### config.mk
export PLATFORM = sky130hd
export DESIGN_NAME = uart_ring_buffer_engine
export DESIGN_NICKNAME = d
export VERILOG_FILES = /design/src/urbe_pkg.sv /design/src/urbe_rx_ring.sv /design/src/urbe_tx_ring.sv /design/src/uart_ring_buffer_engine.sv
export SDC_FILE = /design/constraint.sdc
export NUM_CORES = 1
export LEC_CHECK = 0
export BUFFER_PORTS_ARGS = -buffer_cell sky130_fd_sc_hd__buf_2
export CAP_MARGIN = 20
export CELL_PAD_IN_SITES_DETAIL_PLACEMENT = 1
export CELL_PAD_IN_SITES_GLOBAL_PLACEMENT = 2
export CORE_MARGIN = 2
export CORE_UTILIZATION = 43
export DETAILED_ROUTE_END_ITERATION = 8
export GPL_ROUTABILITY_DRIVEN = 0
export GPL_TIMING_DRIVEN = 0
export PLACE_DENSITY_LB_ADDON = 0.1
export SYNTH_ARGS = -nofsm -noshare
export SYNTH_HDL_FRONTEND = slang
export SYNTH_SLANG_ARGS = --single-unit
### constraint.sdc
create_clock -name i_clk -period 2.8 [get_ports i_clk]
set_clock_uncertainty 0.2 [all_clocks]
set_input_delay 0.7 -clock i_clk [delete_from_list [all_inputs] [get_ports i_clk]]
set_output_delay 0.7 -clock i_clk [all_outputs]
set_load 0.01 [all_outputs]
### src/urbe_pkg.sv
package urbe_pkg;

    localparam int RX_DEPTH_DEF = 16;
    localparam int TX_DEPTH_DEF = 16;
    localparam int CNT_W        = 4;

    typedef enum logic [1:0] {
        MODE_READ   = 2'd0,
        MODE_WRITE  = 2'd1,
        MODE_RECV   = 2'd2,
        MODE_TXDONE = 2'd3
    } t_mode;

    typedef struct packed {
        t_mode      mode;
        logic [7:0] data_byte;
    } t_in_beat;

    typedef struct packed {
        logic             read_valid;
        logic [7:0]       read_byte;
        logic             write_accepted;
        logic             line_send;
        logic [7:0]       line_byte;
        logic             tx_busy;
        logic [CNT_W-1:0] rx_count;
        logic [CNT_W-1:0] tx_pending;
        logic [CNT_W-1:0] tx_free;
        logic [7:0]       overflow_count;
    } t_out_beat;

    typedef struct packed {
        logic             read_valid;
        logic [7:0]       read_byte;
        logic [CNT_W-1:0] rx_count;
        logic [7:0]       overflow_count;
    } t_rx_stat;

    typedef struct packed {
        logic             write_accepted;
        logic             line_send;
        logic [7:0]       line_byte;
        logic             tx_busy;
        logic [CNT_W-1:0] tx_pending;
        logic [CNT_W-1:0] tx_free;
    } t_tx_stat;

endpackage

### src/urbe_rx_ring.sv
module urbe_rx_ring import urbe_pkg::*; #(
    parameter int RX_DEPTH = RX_DEPTH_DEF
) (
    input  logic     i_clk,
    input  logic     i_rst_n,
    input  logic     i_fire,
    input  t_in_beat i_beat,
    output t_rx_stat o_stat
);

    localparam int PW = $clog2(RX_DEPTH);

    logic [7:0]    r_mem [RX_DEPTH];
    logic [PW-1:0] r_head;
    logic [PW-1:0] r_tail;
    logic [7:0]    r_ovf;
    logic          r_rd_hit;
    logic [7:0]    r_rd_data;

    logic [PW-1:0] n_head;
    logic [PW-1:0] n_tail;
    logic [7:0]    n_ovf;
    logic          do_read;
    logic          do_recv;
    logic [PW-1:0] count;

    always_comb begin
        do_read = i_fire && (i_beat.mode == MODE_READ) && (r_head != r_tail);
        do_recv = i_fire && (i_beat.mode == MODE_RECV);
        n_head  = do_read ? r_head + PW'(1) : r_head;
        n_tail  = do_recv ? r_tail + PW'(1) : r_tail;
        n_ovf   = (do_recv && (n_tail == r_head)) ? r_ovf + 8'd1 : r_ovf;
    end

    always_ff @(posedge i_clk) begin
        if (!i_rst_n) begin
            r_head   <= '0;
            r_tail   <= '0;
            r_ovf    <= '0;
            r_rd_hit <= 1'b0;
        end else if (i_fire) begin
            r_head   <= n_head;
            r_tail   <= n_tail;
            r_ovf    <= n_ovf;
            r_rd_hit <= do_read;
        end
    end

    always_ff @(posedge i_clk) begin
        if (do_recv) begin
            r_mem[r_tail] <= i_beat.data_byte;
        end
        if (do_read) begin
            r_rd_data <= r_mem[r_head];
        end
    end

    assign count = r_tail - r_head;

    always_comb begin
        o_stat.read_valid     = r_rd_hit;
        o_stat.read_byte      = r_rd_hit ? r_rd_data : 8'd0;
        o_stat.rx_count       = CNT_W'(count);
        o_stat.overflow_count = r_ovf;
    end

    a_ovf_step: assert property (@(posedge i_clk) disable iff (!i_rst_n)
        do_recv && (n_tail == r_head) |=> r_ovf == 8'($past(r_ovf) + 8'd1))
        else $error("overflow count did not advance on receive overrun");

    a_ovf_cause: assert property (@(posedge i_clk) disable iff (!i_rst_n)
        !(do_recv && (n_tail == r_head)) |=> r_ovf == $past(r_ovf))
        else $error("overflow count changed without an overrun");

endmodule

### src/urbe_tx_ring.sv
module urbe_tx_ring import urbe_pkg::*; #(
    parameter int TX_DEPTH = TX_DEPTH_DEF
) (
    input  logic     i_clk,
    input  logic     i_rst_n,
    input  logic     i_fire,
    input  t_in_beat i_beat,
    output t_tx_stat o_stat
);

    localparam int            PW   = $clog2(TX_DEPTH);
    localparam logic [PW-1:0] MASK = PW'(TX_DEPTH - 1);

    logic [7:0]    r_mem [TX_DEPTH];
    logic [PW-1:0] r_head;
    logic [PW-1:0] r_tail;
    logic          r_active;
    logic          r_wr_ok;
    logic          r_send;
    logic          r_sel_mem;
    logic [7:0]    r_line_data;
    logic [7:0]    r_rd_data;

    logic [PW-1:0] n_tail;
    logic          wr_ok;
    logic          wr_direct;
    logic          wr_queue;
    logic          done_pop;
    logic          done_idle;
    logic [PW-1:0] pending;

    always_comb begin
        n_tail    = r_tail + PW'(1);
        wr_ok     = i_fire && (i_beat.mode == MODE_WRITE) && (n_tail != r_head);
        wr_direct = wr_ok && !r_active;
        wr_queue  = wr_ok && r_active;
        done_pop  = i_fire && (i_beat.mode == MODE_TXDONE) && (r_tail != r_head);
        done_idle = i_fire && (i_beat.mode == MODE_TXDONE) && (r_tail == r_head);
    end

    always_ff @(posedge i_clk) begin
        if (!i_rst_n) begin
            r_head    <= '0;
            r_tail    <= '0;
            r_active  <= 1'b0;
            r_wr_ok   <= 1'b0;
            r_send    <= 1'b0;
            r_sel_mem <= 1'b0;
        end else if (i_fire) begin
            r_wr_ok   <= wr_ok;
            r_send    <= wr_direct || done_pop;
            r_sel_mem <= done_pop;
            if (wr_queue) begin
                r_tail <= n_tail;
            end
            if (done_pop) begin
                r_head <= r_head + PW'(1);
            end
            if (wr_direct) begin
                r_active <= 1'b1;
            end else if (done_idle) begin
                r_active <= 1'b0;
            end
        end
    end

    always_ff @(posedge i_clk) begin
        if (wr_queue) begin
            r_mem[r_tail] <= i_beat.data_byte;
        end
        if (done_pop) begin
            r_rd_data <= r_mem[r_head];
        end
        if (wr_direct) begin
            r_line_data <= i_beat.data_byte;
        end
    end

    assign pending = r_tail - r_head;

    always_comb begin
        o_stat.write_accepted = r_wr_ok;
        o_stat.line_send      = r_send;
        o_stat.line_byte      = !r_send ? 8'd0 : (r_sel_mem ? r_rd_data : r_line_data);
        o_stat.tx_busy        = r_active;
        o_stat.tx_pending     = CNT_W'(pending);
        o_stat.tx_free        = CNT_W'(MASK - pending);
    end

    a_queue_busy: assert property (@(posedge i_clk) disable iff (!i_rst_n)
        (r_tail != r_head) |-> r_active)
        else $error("queued bytes while transmitter idle");

    a_send_busy: assert property (@(posedge i_clk) disable iff (!i_rst_n)
        r_send |-> r_active)
        else $error("byte handed to line with busy flag clear");

endmodule

### src/uart_ring_buffer_engine.sv
// An input beat is held in the input register, then its result goes to the result register.
// One beat per cycle unless stalled; the head/tail pointer update is a single narrow add.
// Reset: synchronous active-low i_rst_n clears pointers, overflow count, busy flag
// and both pipeline valids; buffer contents stay undefined until written.
module uart_ring_buffer_engine import urbe_pkg::*; #(
    parameter int RX_DEPTH = RX_DEPTH_DEF,
    parameter int TX_DEPTH = TX_DEPTH_DEF
) (
    input  logic      i_clk,
    input  logic      i_rst_n,
    input  logic      i_in_valid,
    output logic      o_in_stall,
    input  t_in_beat  i_in_beat,
    output logic      o_out_valid,
    input  logic      i_out_stall,
    output t_out_beat o_out_beat
);

    logic     r_a_valid;
    t_in_beat r_a_beat;
    logic     r_b_valid;
    logic     move;
    logic     in_fire;
    t_rx_stat rx_stat;
    t_tx_stat tx_stat;

    assign move       = r_a_valid && (!r_b_valid || !i_out_stall);
    assign o_in_stall = r_a_valid && !move;
    assign in_fire    = i_in_valid && !o_in_stall;

    always_ff @(posedge i_clk) begin
        if (!i_rst_n) begin
            r_a_valid <= 1'b0;
            r_b_valid <= 1'b0;
        end else begin
            if (in_fire) begin
                r_a_valid <= 1'b1;
            end else if (move) begin
                r_a_valid <= 1'b0;
            end
            if (move) begin
                r_b_valid <= 1'b1;
            end else if (!i_out_stall) begin
                r_b_valid <= 1'b0;
            end
        end
    end

    always_ff @(posedge i_clk) begin
        if (in_fire) begin
            r_a_beat <= i_in_beat;
        end
    end

    urbe_rx_ring #(
        .RX_DEPTH(RX_DEPTH)
    ) u_rx (
        .i_clk  (i_clk),
        .i_rst_n(i_rst_n),
        .i_fire (move),
        .i_beat (r_a_beat),
        .o_stat (rx_stat)
    );

    urbe_tx_ring #(
        .TX_DEPTH(TX_DEPTH)
    ) u_tx (
        .i_clk  (i_clk),
        .i_rst_n(i_rst_n),
        .i_fire (move),
        .i_beat (r_a_beat),
        .o_stat (tx_stat)
    );

    assign o_out_valid = r_b_valid;

    always_comb begin
        o_out_beat.read_valid     = rx_stat.read_valid;
        o_out_beat.read_byte      = rx_stat.read_byte;
        o_out_beat.write_accepted = tx_stat.write_accepted;
        o_out_beat.line_send      = tx_stat.line_send;
        o_out_beat.line_byte      = tx_stat.line_byte;
        o_out_beat.tx_busy        = tx_stat.tx_busy;
        o_out_beat.rx_count       = rx_stat.rx_count;
        o_out_beat.tx_pending     = tx_stat.tx_pending;
        o_out_beat.tx_free        = tx_stat.tx_free;
        o_out_beat.overflow_count = rx_stat.overflow_count;
    end

    a_stall_cause: assert property (@(posedge i_clk) disable iff (!i_rst_n)
        o_in_stall |-> (r_b_valid && i_out_stall))
        else $error("input stalled while result register free");

    a_hold_beat: assert property (@(posedge i_clk) disable iff (!i_rst_n)
        o_in_stall |=> r_a_valid)
        else $error("pending beat dropped while stalled");

endmodule
==> flow_summary.yaml <==
status:
  status: "complete, no violations"
timing:
  finalSetupViolCount: 0
  finalCriticalPeriod_ns: 2.762
  rsz0062_at_grt: "true"
  worstMarginPinSlew_ns: 0.9456
  finalMaxSlewViolations: 0
  fin_crit_sh_pct: 98.63
  fin_tns_setup_ns: 0
  relSlewSlack_pct: 36.49
  fmax_mhz: 362.1
  layout_setup_ws_ns: 0.03846
  finalHoldViolCount: 0
  whs_ns: 0.1750
critical_path:
  crit_path_start_kind: "flip-flop"
  worstPathRequired_ns: 1.90
  cp.arrival_ns: 1.86
  cp_top_family: "flip-flops"
  cpPeakStageDelay_ns: 0.39
  reg2reg_depth: 4
  crit_chain: "clkinv_8 > ha_4 > a21o_1 > a21o_1 > xor2_2 > inv_1 > buf_2"
  end_kind: "primary output"
  crit_buf_inv: 3
  critPathKind: "flip-flop to primary output"
  slowest_stage: "dfxtp_4"
  path_max_fanout: 3
  critical_path_depth: 7
  path_common_cell: "a21o_1"
logic_synthesis:
  postSynthAreaPerCell_um2: 19.28
  syn-cell-area_mm2: 0.01290
  synth-seq-cells: 321
  synth_nets: 702
  synth-edff-count: 290
  async_flop_share_pct: 0
  ys.flop_type: "edfxtp_1"
  synth_sequential_area_ratio_pct: 72.33
  synth_cells: 669
  synth.distinct_cells: 47
  yosysWarningCount: 0
power_and_ir_drop:
  p_leak_nw: 5.057
  power_density_mw_per_mm2: 650.1
  power_w: 0.009895
  ir_drop_uv: 465.2
detailed_routing:
  antenna_left: 0
  drc: 0
  wirelength_um: 28770
  first_iter_violations: 392
  vias: 6386
  avgRoutedWirePerCell_um: 24.26
  first_pass_iters: 4
  vias_per_cell: 5.384
cts:
  cts_max_level: 2
  cts_root_buffer: "clkbuf_16"
  hold_buffers: 0
  cts_made_buffers: 36
  max-clock-path-buffers: 3
  path_clk_slew_ns: 0.06
  clock_sinks: 321
  cts_tree: "yes"
  clock_latency_ns: 0.51
global_routing:
  grt_pass1_wl_um: 42980
  grt_max_degree: 34
  first_global_vias: 6824
  grtUsageTotal_pct: 18.95
  overflow: 0
  antenna_found_initial: 0
finish:
  fin_area_mm2: 0.01522
  fillers: 2700
  nets: 808
  post_route_cells_drive_above_1_share_pct: 32.29
  n_antenna_cell: 0
  syn_to_final_growth_pct: 18.01
worst_hold_path:
  hp-class: "input pin to flip-flop"
  holdPathStages: 1
die:
  fp-row-count: 63
  pin_count: 56
  die_area_mm2: 0.03140
  initial_core_util_pct: 43.64
  fp.dieW_um: 177.2
  die_h_um: 177.2
  core_area_mm2: 0.02956
place:
  placed_area_mm2: 0.01377
  place_hpwl_um: 19340
  pre_cts_slack_ns: -0.6091
  io_buffers: 54
flow_run:
  cap_violations: 0
## registers in the layout (all words and copies together) (netlist names), 4 cells and up
| signal | cells |
|---|---|
| u_rx.r_mem | 128 |
| u_rx.r_rd_data | 8 |
| u_rx.r_tail | 4 |
| u_tx.r_line_data | 8 |
| r_a_beat | 10 |
| u_tx.r_head | 4 |
| u_rx.r_ovf | 8 |
| u_tx.r_mem | 128 |
| u_tx.r_tail | 4 |
| u_rx.r_head | 4 |
| u_tx.r_rd_data | 8 |
## cell usage in the layout, fill, tap and decap left out, drive strengths merged, types with 17 or more instances in the layout
master,n
nor2,38
buf,91
and3,17
dfxtp,31
edfxtp,290
mux4,80
ha,17
clkbuf,59
inv,17
## final timing paths
check	startpoint	slack (ns)	end
worst max-delay path	u_tx.r_head[1]$_SDFFE_PN0P_	0.04	o_out_beat[11]
worst max register to register	u_rx.r_head[0]$_SDFFE_PN0P_	0.12	u_rx.r_rd_data[0]$_DFFE_PP_
worst min-delay path	i_in_beat[2]	0.17	r_a_beat[2]$_DFFE_PP_
worst min register to register	u_tx.r_wr_ok$_SDFFE_PN0P_	0.27	u_tx.r_wr_ok$_SDFFE_PN0P_
## synth_stat cells (2+ instances only)
master	instances	area [µm²]
a21o_1	5	37.54
a21oi_1	15	75.07
and2_1	11	68.82
and3_1	17	106.4
buf_2	14	70.07
buf_4	7	52.55
clkbuf_1	12	45.04
dfxtp_1	31	620.6
edfxtp_1	290	8708
fa_1	2	40.04
ha_1	17	212.7
inv_1	17	63.81
mux2i_1	11	110.1
mux4_1	5	131.4
mux4_2	75	1689
nand2_1	15	56.30
nand2b_1	3	18.77
nand3_1	10	50.05
nand4_1	2	12.51
nor2_1	38	142.6
nor2b_1	12	75.07
nor3_1	6	30.03
o21ai_0	3	15.01
o31ai_1	5	37.54
or3_1	2	12.51
or4_1	4	30.03
xnor2_1	12	105.1
xor2_1	9	78.83
## logic make-up after synthesis
kind of cell | synth area share [%]
DFF | 72.33
and+or+nand+nor | 5.015
muxes | 14.97
buffers and inverters | 2.008
AOI/OAI and AO/OA | 1.785
xor gates and xnor gates | 1.940
adders and majority gates | 1.959
## power breakdown
group	internal [W]	switching [W]	total, W	leakage [nW]
sequential	0.00523	0.0000474	0.00528	2.87
clock	0.00270	0.00176	0.00446	0.542
combinational	0.0000620	0.0000941	0.000156	1.64
total	0.00799	0.00190	0.00990	5.06
## metrics by stage
step           utilization [%]  std cells
2_1_floorplan                -        669
4_1_cts                  50.85       1181
3_5_place_dp             46.57       1117
5_1_grt                  51.50       1186
3_3_place_gp             46.28       1113
6_report                 51.50       1186
## routing by layer
metal / routed length [µm] / GRT usage (%) / up-vias
met5: 0 / 0 / -
met4: 500 / 4.993 / 0
met3: 983 / 2.749 / 34
met2: 14880 / 32.54 / 101
met1: 12410 / 25.40 / 3373
li1: - / - / 2878
## final cells by class
type / count / area [µm²] / share of cell area, %
plain buffers: 30 / 181.4 / 1.192
clock buffers: 46 / 969.7 / 6.370
clock inverters: 13 / 133.9 / 0.8795
inverters: 19 / 93.84 / 0.6165
multi-input cells: 293 / 3437 / 22.58
flip-flops and latches: 321 / 9353 / 61.44
well taps: 390 / 488.0 / 3.206
repair buffers: 74 / 565.5 / 3.715
## worst reg2reg max path, cell delays in order (launching register included)
cell,delay [ns]
dfxtp_1,0.39
buf_2,0.31
clkbuf_4,0.37
mux4_2,0.61
mux4_1,0.54
## what timing repair did
item                                    CTS  global route
pin swaps                                 3             7
buffers inserted                          6             4
cloned                                    0             0
resized for setup                        42            24
endpoints found under the setup margin  125           151
(Power assumes the default switching activity.)
